**config.mk**
```make
export PLATFORM = sky130hd
export DESIGN_NAME = allocation_bitmap_first_free
export DESIGN_NICKNAME = d
export VERILOG_FILES = /design/src/rtl/abff_pkg.sv /design/src/rtl/abff_ctrl.sv /design/src/rtl/abff_datapath.sv /design/src/rtl/allocation_bitmap_first_free.sv
export SDC_FILE = /design/constraint.sdc
export NUM_CORES = 2
export LEC_CHECK = 0
export BUFFER_PORTS_ARGS = -buffer_cell sky130_fd_sc_hd__buf_4
export CAP_MARGIN = 20
export CELL_PAD_IN_SITES_DETAIL_PLACEMENT = 1
export CELL_PAD_IN_SITES_GLOBAL_PLACEMENT = 2
export CORE_MARGIN = 5
export CORE_UTILIZATION = 34
export DETAILED_ROUTE_END_ITERATION = 16
export GPL_ROUTABILITY_DRIVEN = 1
export PLACE_DENSITY_LB_ADDON = 0.1
export SETUP_SLACK_MARGIN = 0.15
export SLEW_MARGIN = 20
export SYNTH_ARGS = -nofsm -noshare
export SYNTH_HDL_FRONTEND = slang
export SYNTH_SLANG_ARGS = --single-unit
```
**constraint.sdc**
```tcl
create_clock -name clock -period 7.5 [get_ports clock]
set_clock_uncertainty 0.1 [all_clocks]
set_input_delay 1.125 -clock clock [delete_from_list [all_inputs] [get_ports clock]]
set_output_delay 1.125 -clock clock [all_outputs]
set_load 0.01 [all_outputs]
```
**src/rtl/abff_pkg.sv**
```systemverilog
// ----------------------------------------------------------------------------
// abff_pkg
// Shared types and constants for the allocation bitmap with first-free
// tracking: operation codes, register indexes, controller states and the
// command/status bundles between controller and datapath.
// ----------------------------------------------------------------------------
package abff_pkg;

   // field widths
   localparam int KIND_W  = 3;
   localparam int ENTRY_W = 16;
   localparam int ITEM_W  = 8;
   localparam int COUNT_W = 9;
   localparam int CFG_W   = 9;

   // bitmap geometry: item indexes are 8 bits, so at most 256 items are reachable
   localparam int MAX_ITEMS   = 256;
   localparam int GROUP_SIZE  = 16;
   localparam int GROUP_OFF_W = 4;
   localparam int GROUP_IDX_W = 4;

   localparam logic [COUNT_W-1:0] COUNT_MAX   = 9'd511;
   localparam logic [2:0]         BIT_IN_BYTE = 3'h7;

   typedef enum logic [KIND_W-1:0] {
      KIND_LOAD_BYTE   = 3'd0,
      KIND_LOAD_COUNT  = 3'd1,
      KIND_MARK_FREE   = 3'd2,
      KIND_MARK_ALLOC  = 3'd3,
      KIND_QUERY       = 3'd4,
      KIND_ALLOC_FIRST = 3'd5
   } kind_type;

   typedef enum logic [0:0] {
      CSR_ITEMS_PER_ENTRY = 1'b0,
      CSR_VALID_ITEMS     = 1'b1
   } csr_index_type;

   typedef enum logic [2:0] {
      ST_IDLE,
      ST_SCAN_LO,
      ST_SCAN_HI,
      ST_EXEC,
      ST_DONE
   } state_type;

   // controller -> datapath
   typedef struct packed {
      logic accept;   // latch the request
      logic scan_lo;  // run first encoder stage
      logic scan_hi;  // run second encoder stage
      logic exec;     // apply the operation
      logic finish;   // commit first-free, present result
   } cmd_type;

   // datapath -> controller
   typedef struct packed {
      logic rescan;   // operation changes the bitmap
   } status_type;

endpackage

```
**src/rtl/abff_ctrl.sv**
```systemverilog
// ----------------------------------------------------------------------------
// abff_ctrl
// Operation sequencer: accept, encode the bitmap, execute, re-encode when the
// bitmap changed, then strobe the result for one cycle.
// ----------------------------------------------------------------------------
module abff_ctrl (
   input  logic                clock,
   input  logic                reset,
   input  logic                start,
   output logic                busy,
   output logic                rsp_valid,
   output abff_pkg::cmd_type   cmd,
   input  abff_pkg::status_type status
);
   import abff_pkg::*;

   state_type state_ff, state_in;
   logic      pass_ff, pass_in;
   logic      rsp_valid_ff, rsp_valid_in;

   // next state and commands
   always_comb begin
      state_in     = state_ff;
      pass_in      = pass_ff;
      cmd          = '0;
      rsp_valid_in = (state_ff == ST_DONE);
      case (state_ff)
         ST_IDLE: begin
            if (start) begin
               cmd.accept = 1'b1;
               pass_in    = 1'b0;
               state_in   = ST_SCAN_LO;
            end
         end
         ST_SCAN_LO: begin
            cmd.scan_lo = 1'b1;
            state_in    = ST_SCAN_HI;
         end
         ST_SCAN_HI: begin
            cmd.scan_hi = 1'b1;
            state_in    = pass_ff ? ST_DONE : ST_EXEC;
         end
         ST_EXEC: begin
            cmd.exec = 1'b1;
            if (status.rescan) begin
               pass_in  = 1'b1;
               state_in = ST_SCAN_LO;
            end else begin
               state_in = ST_DONE;
            end
         end
         ST_DONE: begin
            cmd.finish = 1'b1;
            state_in   = ST_IDLE;
         end
         default: begin
            state_in = ST_IDLE;
         end
      endcase
   end

   // state register
   always_ff @(posedge clock) begin
      if (reset) begin
         state_ff     <= ST_IDLE;
         pass_ff      <= 1'b0;
         rsp_valid_ff <= 1'b0;
      end else begin
         state_ff     <= state_in;
         pass_ff      <= pass_in;
         rsp_valid_ff <= rsp_valid_in;
      end
   end

   assign busy      = (state_ff != ST_IDLE);
   assign rsp_valid = rsp_valid_ff;

   // strobe follows the commit cycle
   a_strobe_after_done: assert property (@(posedge clock) disable iff (reset)
      state_ff == ST_DONE |=> rsp_valid_ff)
      else $error("result strobe missing after commit");

   // strobe only while idle, never twice in a row
   a_strobe_idle: assert property (@(posedge clock) disable iff (reset)
      rsp_valid_ff |-> state_ff == ST_IDLE && !$past(rsp_valid_ff))
      else $error("result strobe outside idle or repeated");

   // a transfer starts the encoder
   a_accept_scans: assert property (@(posedge clock) disable iff (reset)
      start && !busy |=> state_ff == ST_SCAN_LO)
      else $error("accepted request did not start a scan");

   // encoder stages run back to back
   a_scan_pair: assert property (@(posedge clock) disable iff (reset)
      state_ff == ST_SCAN_LO |=> state_ff == ST_SCAN_HI)
      else $error("encoder stages split");

endmodule

```
**src/rtl/abff_datapath.sv**
```systemverilog
// ----------------------------------------------------------------------------
// abff_datapath
// Bitmap, free count, first-free register, configuration registers, a
// two-stage registered priority encoder and the operation logic.
// ----------------------------------------------------------------------------
module abff_datapath #(
   parameter int ENTRY_BITS = 256
) (
   input  logic                                clock,
   input  logic                                reset,
   input  abff_pkg::cmd_type                   cmd,
   output abff_pkg::status_type                status,
   input  logic [abff_pkg::KIND_W-1:0]         req_kind,
   input  logic [abff_pkg::ITEM_W-1:0]         req_item_index,
   input  logic [abff_pkg::COUNT_W-1:0]        req_load_value,
   input  logic                                csr_write,
   input  abff_pkg::csr_index_type             csr_index,
   input  logic [abff_pkg::CFG_W-1:0]          csr_data,
   output logic                                rsp_error,
   output logic                                rsp_item_allocated,
   output logic [abff_pkg::ITEM_W-1:0]         rsp_allocated_item,
   output logic [abff_pkg::COUNT_W-1:0]        rsp_free_count,
   output logic [abff_pkg::ITEM_W-1:0]         rsp_first_free
);
   import abff_pkg::*;

   // only the first 256 bits are reachable by an 8-bit item index
   localparam int STORE_BITS = (ENTRY_BITS < MAX_ITEMS) ? ENTRY_BITS : MAX_ITEMS;
   localparam int NUM_GROUPS = (STORE_BITS + GROUP_SIZE - 1) / GROUP_SIZE;
   localparam int PAD_BITS   = NUM_GROUPS * GROUP_SIZE;
   localparam logic [COUNT_W-1:0] STORE_LIMIT = COUNT_W'(STORE_BITS);

   // lowest set bit of one group
   function automatic logic [GROUP_OFF_W-1:0] low_bit(input logic [GROUP_SIZE-1:0] v);
      logic [GROUP_OFF_W-1:0] r;
      r = '0;
      for (int j = GROUP_SIZE - 1; j >= 0; j--) begin
         if (v[j]) r = GROUP_OFF_W'(j);
      end
      return r;
   endfunction

   // request latch
   logic [KIND_W-1:0]  kind_ff;
   logic [ITEM_W-1:0]  item_ff;
   logic [COUNT_W-1:0] load_ff;

   // configuration
   logic [CFG_W-1:0]   items_per_entry_ff, items_per_entry_in;
   logic [CFG_W-1:0]   valid_items_ff, valid_items_in;

   // architectural state
   logic [STORE_BITS-1:0] bits_ff, bits_in;
   logic [COUNT_W-1:0]    free_total_ff, free_total_in;
   logic [ITEM_W-1:0]     lowest_ff, lowest_in;

   // encoder pipeline
   logic [NUM_GROUPS-1:0]                  grp_any_ff, grp_any_in;
   logic [NUM_GROUPS-1:0][GROUP_OFF_W-1:0] grp_off_ff, grp_off_in;
   logic                                   found_ff, found_in;
   logic [ITEM_W-1:0]                      pos_ff, pos_in;

   // result
   logic              error_ff, error_in;
   logic              qres_ff, qres_in;
   logic [ITEM_W-1:0] taken_ff, taken_in;
   logic              changed_ff, changed_in;

   // operation helpers
   logic [MAX_ITEMS-1:0]  bits_ext;
   logic [MAX_ITEMS-1:0]  bits_next;
   logic [STORE_BITS-1:0] masked;
   logic [PAD_BITS-1:0]   scan_vec;
   logic                  bit_cur;
   logic                  item_ok;
   logic [ITEM_W-1:0]     byte_base;
   logic                  byte_ok;
   logic [COUNT_W-1:0]    count_up;
   logic [COUNT_W-1:0]    count_down;
   logic                  op_err, op_qres, op_change;
   logic [ITEM_W-1:0]     op_taken;
   logic [COUNT_W-1:0]    op_total;

   assign bits_ext = MAX_ITEMS'(bits_ff);

   // first encoder stage: mask to the scan limit, encode each group
   always_comb begin
      for (int i = 0; i < STORE_BITS; i++) begin
         masked[i] = bits_ff[i] & (COUNT_W'(i) < valid_items_ff);
      end
      scan_vec = PAD_BITS'(masked);
      for (int g = 0; g < NUM_GROUPS; g++) begin
         grp_any_in[g] = |scan_vec[g*GROUP_SIZE +: GROUP_SIZE];
         grp_off_in[g] = low_bit(scan_vec[g*GROUP_SIZE +: GROUP_SIZE]);
      end
   end

   // second encoder stage: pick the lowest non-empty group
   always_comb begin
      found_in = |grp_any_ff;
      pos_in   = '0;
      for (int g = NUM_GROUPS - 1; g >= 0; g--) begin
         if (grp_any_ff[g]) pos_in = {GROUP_IDX_W'(g), grp_off_ff[g]};
      end
   end

   // operation logic
   always_comb begin
      bit_cur    = bits_ext[item_ff];
      item_ok    = ({1'b0, item_ff} < items_per_entry_ff) && ({1'b0, item_ff} < STORE_LIMIT);
      byte_base  = item_ff & ~{{(ITEM_W-3){1'b0}}, BIT_IN_BYTE};
      byte_ok    = {1'b0, byte_base} < STORE_LIMIT;
      count_up   = (free_total_ff == COUNT_MAX) ? free_total_ff : free_total_ff + 1'b1;
      count_down = (free_total_ff == '0) ? free_total_ff : free_total_ff - 1'b1;

      bits_next = bits_ext;
      op_err    = 1'b0;
      op_qres   = 1'b0;
      op_taken  = '0;
      op_total  = free_total_ff;
      op_change = 1'b0;
      case (kind_type'(kind_ff))
         KIND_LOAD_BYTE: begin
            if (!byte_ok) begin
               op_err = 1'b1;
            end else begin
               // bits past the stored width drop out on the truncation below
               for (int b = 0; b < 8; b++) begin
                  bits_next[byte_base | {{(ITEM_W-3){1'b0}}, 3'(b)}] = load_ff[b];
               end
               op_change = 1'b1;
            end
         end
         KIND_LOAD_COUNT: begin
            op_total = load_ff;
         end
         KIND_MARK_FREE: begin
            if (!item_ok || bit_cur) begin
               op_err = 1'b1;
            end else begin
               bits_next[item_ff] = 1'b1;
               op_total  = count_up;
               op_change = 1'b1;
            end
         end
         KIND_MARK_ALLOC: begin
            if (!item_ok || !bit_cur) begin
               op_err = 1'b1;
            end else begin
               bits_next[item_ff] = 1'b0;
               op_total  = count_down;
               op_change = 1'b1;
            end
         end
         KIND_QUERY: begin
            if (!item_ok) begin
               op_err = 1'b1;
            end else begin
               op_qres = ~bit_cur;
            end
         end
         KIND_ALLOC_FIRST: begin
            if (!found_ff) begin
               op_err = 1'b1;
            end else begin
               bits_next[pos_ff] = 1'b0;
               op_taken  = pos_ff;
               op_total  = count_down;
               op_change = 1'b1;
            end
         end
         default: begin
            op_err = 1'b1;
         end
      endcase
   end

   assign status.rescan = op_change;

   // next values of the state registers
   always_comb begin
      items_per_entry_in = items_per_entry_ff;
      valid_items_in     = valid_items_ff;
      if (csr_write) begin
         case (csr_index)
            CSR_ITEMS_PER_ENTRY: items_per_entry_in = csr_data;
            CSR_VALID_ITEMS:     valid_items_in     = csr_data;
            default:             items_per_entry_in = items_per_entry_ff;
         endcase
      end

      bits_in       = cmd.exec ? bits_next[STORE_BITS-1:0] : bits_ff;
      free_total_in = cmd.exec ? op_total : free_total_ff;
      error_in      = cmd.exec ? op_err : error_ff;
      qres_in       = cmd.exec ? op_qres : qres_ff;
      taken_in      = cmd.exec ? op_taken : taken_ff;
      changed_in    = cmd.exec ? op_change : changed_ff;

      // first-free is recomputed only after a change
      lowest_in = lowest_ff;
      if (cmd.finish && changed_ff) begin
         lowest_in = found_ff ? pos_ff : '0;
      end
   end

   // control and architectural state
   always_ff @(posedge clock) begin
      if (reset) begin
         items_per_entry_ff <= CFG_W'(MAX_ITEMS);
         valid_items_ff     <= CFG_W'(MAX_ITEMS);
         bits_ff            <= '0;
         free_total_ff      <= '0;
         lowest_ff          <= '0;
      end else begin
         items_per_entry_ff <= items_per_entry_in;
         valid_items_ff     <= valid_items_in;
         bits_ff            <= bits_in;
         free_total_ff      <= free_total_in;
         lowest_ff          <= lowest_in;
      end
   end

   // payload registers
   always_ff @(posedge clock) begin
      if (cmd.accept) begin
         kind_ff <= req_kind;
         item_ff <= req_item_index;
         load_ff <= req_load_value;
      end
      if (cmd.scan_lo) begin
         grp_any_ff <= grp_any_in;
         grp_off_ff <= grp_off_in;
      end
      if (cmd.scan_hi) begin
         found_ff <= found_in;
         pos_ff   <= pos_in;
      end
      error_ff   <= error_in;
      qres_ff    <= qres_in;
      taken_ff   <= taken_in;
      changed_ff <= changed_in;
   end

   assign rsp_error          = error_ff;
   assign rsp_item_allocated = qres_ff;
   assign rsp_allocated_item = taken_ff;
   assign rsp_free_count     = free_total_ff;
   assign rsp_first_free     = lowest_ff;

   // a successful allocate takes a free bit and clears it
   a_alloc_clears: assert property (@(posedge clock) disable iff (reset)
      cmd.exec && kind_ff == KIND_ALLOC_FIRST && found_ff
      |=> !bits_ext[$past(pos_ff)] && taken_ff == $past(pos_ff))
      else $error("allocate did not clear the chosen bit");

   // bitmap moves only on execute
   a_bits_hold: assert property (@(posedge clock) disable iff (reset)
      !cmd.exec && !$past(reset) |=> $stable(bits_ff) || $past(cmd.exec))
      else $error("bitmap changed outside execute");

   // a change always updates first-free from the fresh encode
   a_lowest_commit: assert property (@(posedge clock) disable iff (reset)
      cmd.finish && changed_ff |=> lowest_ff == ($past(found_ff) ? $past(pos_ff) : '0))
      else $error("first-free not committed");

endmodule

```
**src/rtl/allocation_bitmap_first_free.sv**
```systemverilog
// ----------------------------------------------------------------------------
// allocation_bitmap_first_free
// Allocation bitmap for one entry (set bit = free item) with free count and
// lowest-free tracking; one operation per request, one result per request.
//
//   channel   handshake            payload
//   request   start / busy         req_kind, req_entry_number, req_item_index,
//                                  req_load_value
//   result    rsp_valid (1 cycle)  rsp_error, rsp_item_allocated,
//                                  rsp_allocated_item, rsp_free_count,
//                                  rsp_first_free
//   config    csr_valid / csr_ready csr_index, csr_data
//
// An operation runs the two-stage registered priority encoder over the bitmap
// once before execute and again after a change, then commits and raises
// rsp_valid. The next request is taken in the rsp_valid cycle.
// Reset is synchronous; the bitmap clears at once, no clearing pass.
// The receiver cannot stall; csr_ready is always high.
// ----------------------------------------------------------------------------
module allocation_bitmap_first_free #(
   parameter int ENTRY_BITS = 256
) (
   input  logic                              clock,
   input  logic                              reset,
   input  logic                              start,
   output logic                              busy,
   input  logic [abff_pkg::KIND_W-1:0]       req_kind,
   input  logic [abff_pkg::ENTRY_W-1:0]      req_entry_number,
   input  logic [abff_pkg::ITEM_W-1:0]       req_item_index,
   input  logic [abff_pkg::COUNT_W-1:0]      req_load_value,
   output logic                              rsp_valid,
   output logic                              rsp_error,
   output logic                              rsp_item_allocated,
   output logic [abff_pkg::ITEM_W-1:0]       rsp_allocated_item,
   output logic [abff_pkg::COUNT_W-1:0]      rsp_free_count,
   output logic [abff_pkg::ITEM_W-1:0]       rsp_first_free,
   input  logic                              csr_valid,
   output logic                              csr_ready,
   input  abff_pkg::csr_index_type           csr_index,
   input  logic [abff_pkg::CFG_W-1:0]        csr_data
);
   import abff_pkg::*;

   cmd_type    cmd;
   status_type status;
   logic       csr_write;

   // registers take a write in any cycle
   assign csr_ready = 1'b1;
   assign csr_write = csr_valid & csr_ready;

   // req_entry_number cancels out of the bit position and is not used

   abff_ctrl u_ctrl (
      .clock     (clock),
      .reset     (reset),
      .start     (start),
      .busy      (busy),
      .rsp_valid (rsp_valid),
      .cmd       (cmd),
      .status    (status)
   );

   abff_datapath #(
      .ENTRY_BITS (ENTRY_BITS)
   ) u_datapath (
      .clock              (clock),
      .reset              (reset),
      .cmd                (cmd),
      .status             (status),
      .req_kind           (req_kind),
      .req_item_index     (req_item_index),
      .req_load_value     (req_load_value),
      .csr_write          (csr_write),
      .csr_index          (csr_index),
      .csr_data           (csr_data),
      .rsp_error          (rsp_error),
      .rsp_item_allocated (rsp_item_allocated),
      .rsp_allocated_item (rsp_allocated_item),
      .rsp_free_count     (rsp_free_count),
      .rsp_first_free     (rsp_first_free)
   );

endmodule

```
==> out/summary.txt <==
Status: complete, no violations
Drt drc: 0
Seq cells post-synth: 416
Core region area: 0.0917 sq mm
Pin count of the biggest net entering global routing: 105
Dpl hpwl: 140000 um
Leak: 11.3 nW
Final hold violation count: 0
NumNets Final: 4293
Post_cts resized: 0
Proportion of layout cells with a drive suffix above 1: 0.105
Die Area: 0.0985 sq mm
Most frequent cells in the layout: 585 x nand2_1, 475 x o21ai_0, 399 x a21oi_1
Power Dens Cells: 191 mW/mm^2
CP Capture Type: flip-flop
FFs w/ async S/R, synth: 0
Vias: 38.9k
Placed cell count: 5355
CTS buffer count: 56
Vias per inst: 7.11
Crit path DAT: 6.43 ns
Slowest stage delay, CP: 1.07 ns
Post-synthesis sequential area ratio: 0.303
Cells after synthesis: 4357
I/O Pins: 80
Number of global-route vias before repair: 36.5k
Min Clock Period, post-route: 5.93 ns
Slowest cell on the critical path: edfxtp_1
Starting density of the core: 0.343
WL final: 205000 um
Relative slew slack: 0.168
Detail Route Antenna Nets: 0
Initial antenna violation count: 22
Worst path most repeated cell: o211ai_1
CP required: 8.00 ns
TritonCTS clock tree: built
Clk Latency, worst-skew pair: 0.71 ns
Cts hold-fix bufs: 0
Number of synthesized flops with an enable pin: 120
CTS Buffer Depth: 3
Prevailing post-synth register cell: dfxtp_1
Clk slew on worst S/H paths: 0.06 ns
Area grow syn2layout: 12.2%
Std-Cell Rows: 111
Final std cells w/o fill: 5466
DRT Pass-1 Iters: 5
Worst Tran Pin Value: 1.24 ns
Fin crit share: 0.791
Worst path cell trace: buf_4 -> and2_1 -> nand2_1 -> o211ai_1 -> o211ai_1 -> a211oi_1 -> nand4_1 -> a31oi_4 -> buf_12 -> a21oi_1 -> a311oi_1
Chip width: 314 um
Pins over their slew limit: 0
Setup repair after global routing missed its margin: no
CTS Root Cell: clkbuf_16
Die height: 314 um
Total Neg Setup Slack: 0 ns
Port bufs: 62
Remaining global-route overflow: 0
Synth warn: 0
Global-route wire length before repair: 285000 um
Mean Syn Cell Area: 7.21 sq um
Max Cap Viol: 0
Gr usage total: 0.397
Post-Syn Area: 0.0314 sq mm
WL/cell: 37.6 um
Routability cong.: 1.03
CP max FO: 104
Crit path kind: flip-flop to flip-flop
Sink Count: 416
Final setup fails: 0
WHS: 0.356 ns
Critical path startpoint: u_datapath.item_ff[0]$_DFFE_PP_
Filler cells: 11.3k
Most common cell after layout, fill and taps aside: nand2_1
Worst hold path type: flip-flop to flip-flop
Post-CTS Setup Repair Bufs: 0
Max Freq: 169 MHz
Syn_nets: 4422
Origin of the critical flop-to-flop path: u_datapath.item_ff[0]$_DFFE_PP_
H-tree levels: 2
VDD IR-drop max: 0.000156 V
Initial DRC Count: 5757
Library cells used by synthesis: 81
Worst Min Path Start: u_datapath.items_per_entry_ff[5]$_SDFFE_PP0P_
CP Launch Type: flip-flop
[metal layers]
layer,track usage,part of all wire,routed length (um)
met5,0,0.00065,133
met3,0.130,0.12,25400
met4,0.234,0.073,15100
met2,0.553,0.40,81300
met1,0.535,0.41,83500
[power by group]
part           switching, mW  internal [mW]
clock network           1.22           1.70
registers             0.0950           2.39
logic                   1.05          0.261
total                   2.36           4.35
[critical path, delay by kind of cell (launching register included)]
family | cells | cell delay (ns)
flops | 1 | 1.07
simple gates | 3 | 1.26
buf+inv | 2 | 0.92
compound gates | 6 | 2.29
[cell usage after synthesis (25+ instances only)]
master | instances | share of area
nand3_1 | 73 | 0.012
nor2b_1 | 48 | 0.0096
a221oi_1 | 204 | 0.057
mux4_2 | 48 | 0.034
buf_2 | 53 | 0.0084
clkbuf_1 | 322 | 0.038
edfxtp_1 | 120 | 0.11
o311ai_0 | 39 | 0.011
a31oi_1 | 46 | 0.0092
nor2_1 | 357 | 0.043
o22ai_1 | 182 | 0.036
buf_1 | 25 | 0.0030
mux2i_1 | 47 | 0.015
a221o_1 | 26 | 0.0083
and2_1 | 35 | 0.0070
a22oi_1 | 45 | 0.011
o21ai_1 | 50 | 0.0080
dfxtp_1 | 296 | 0.19
o21ai_0 | 475 | 0.076
o211ai_1 | 72 | 0.017
nand2b_1 | 47 | 0.0094
nor3_1 | 388 | 0.062
a21boi_0 | 28 | 0.0067
inv_1 | 45 | 0.0054
nand2_1 | 586 | 0.070
a21oi_1 | 400 | 0.064
[cell type report]
type | instances | area, sq um | area share
well taps | 1186 | 1480 | 0.0421
inverters | 47 | 183 | 0.00519
clock inverters | 31 | 394 | 0.0112
multi-input cells | 3488 | 20400 | 0.578
clock buffers | 73 | 1550 | 0.0439
diodes | 6 | 15.0 | 0.000426
repair buffers | 219 | 1710 | 0.0484
flip-flops and latches | 416 | 9530 | 0.271
[logic make-up after synthesis]
| kind of cell | Yosys count | share of synthesized area |
|---|---|---|
| AO/OA/AOI/OAI | 1733 | 0.347 |
| multiplexers | 96 | 0.0498 |
| flip-flops | 416 | 0.303 |
| AND/OR/NAND/NOR | 1637 | 0.235 |
| buffers and inverters | 453 | 0.0571 |
| adder cells (fa/ha/maj) | 15 | 0.00621 |
| XOR/XNOR | 6 | 0.00167 |
| other | 1 | 0.000119 |
[final timing paths]
kind | end | slack (ns) | cells past startpoint
worst max-delay path | flip-flop | 1.57 | 11
worst min-delay path | u_datapath.items_per_entry_ff[5]$_SDFFE_PP0P_ | 0.36 | 2
worst min register to register | u_datapath.items_per_entry_ff[5]$_SDFFE_PP0P_ | 0.36 | 2
worst max register to register | flip-flop | 1.57 | 11
[through the flow]
stage / setup WS (ns) / total power, mW / area (sq um) / utilization
after global placement: 1.93 / 3.75 / 33200 / 0.363
after CTS: 1.84 / 6.66 / 35200 / 0.384
final: 1.57 / 6.71 / 35200 / 0.384
after global routing: 1.70 / 6.85 / 35200 / 0.384
after floorplan: 0.474 / 3.14 / 31400 / -
after detailed placement: 1.90 / 3.76 / 33200 / 0.363
(Power assumes the default switching activity.)
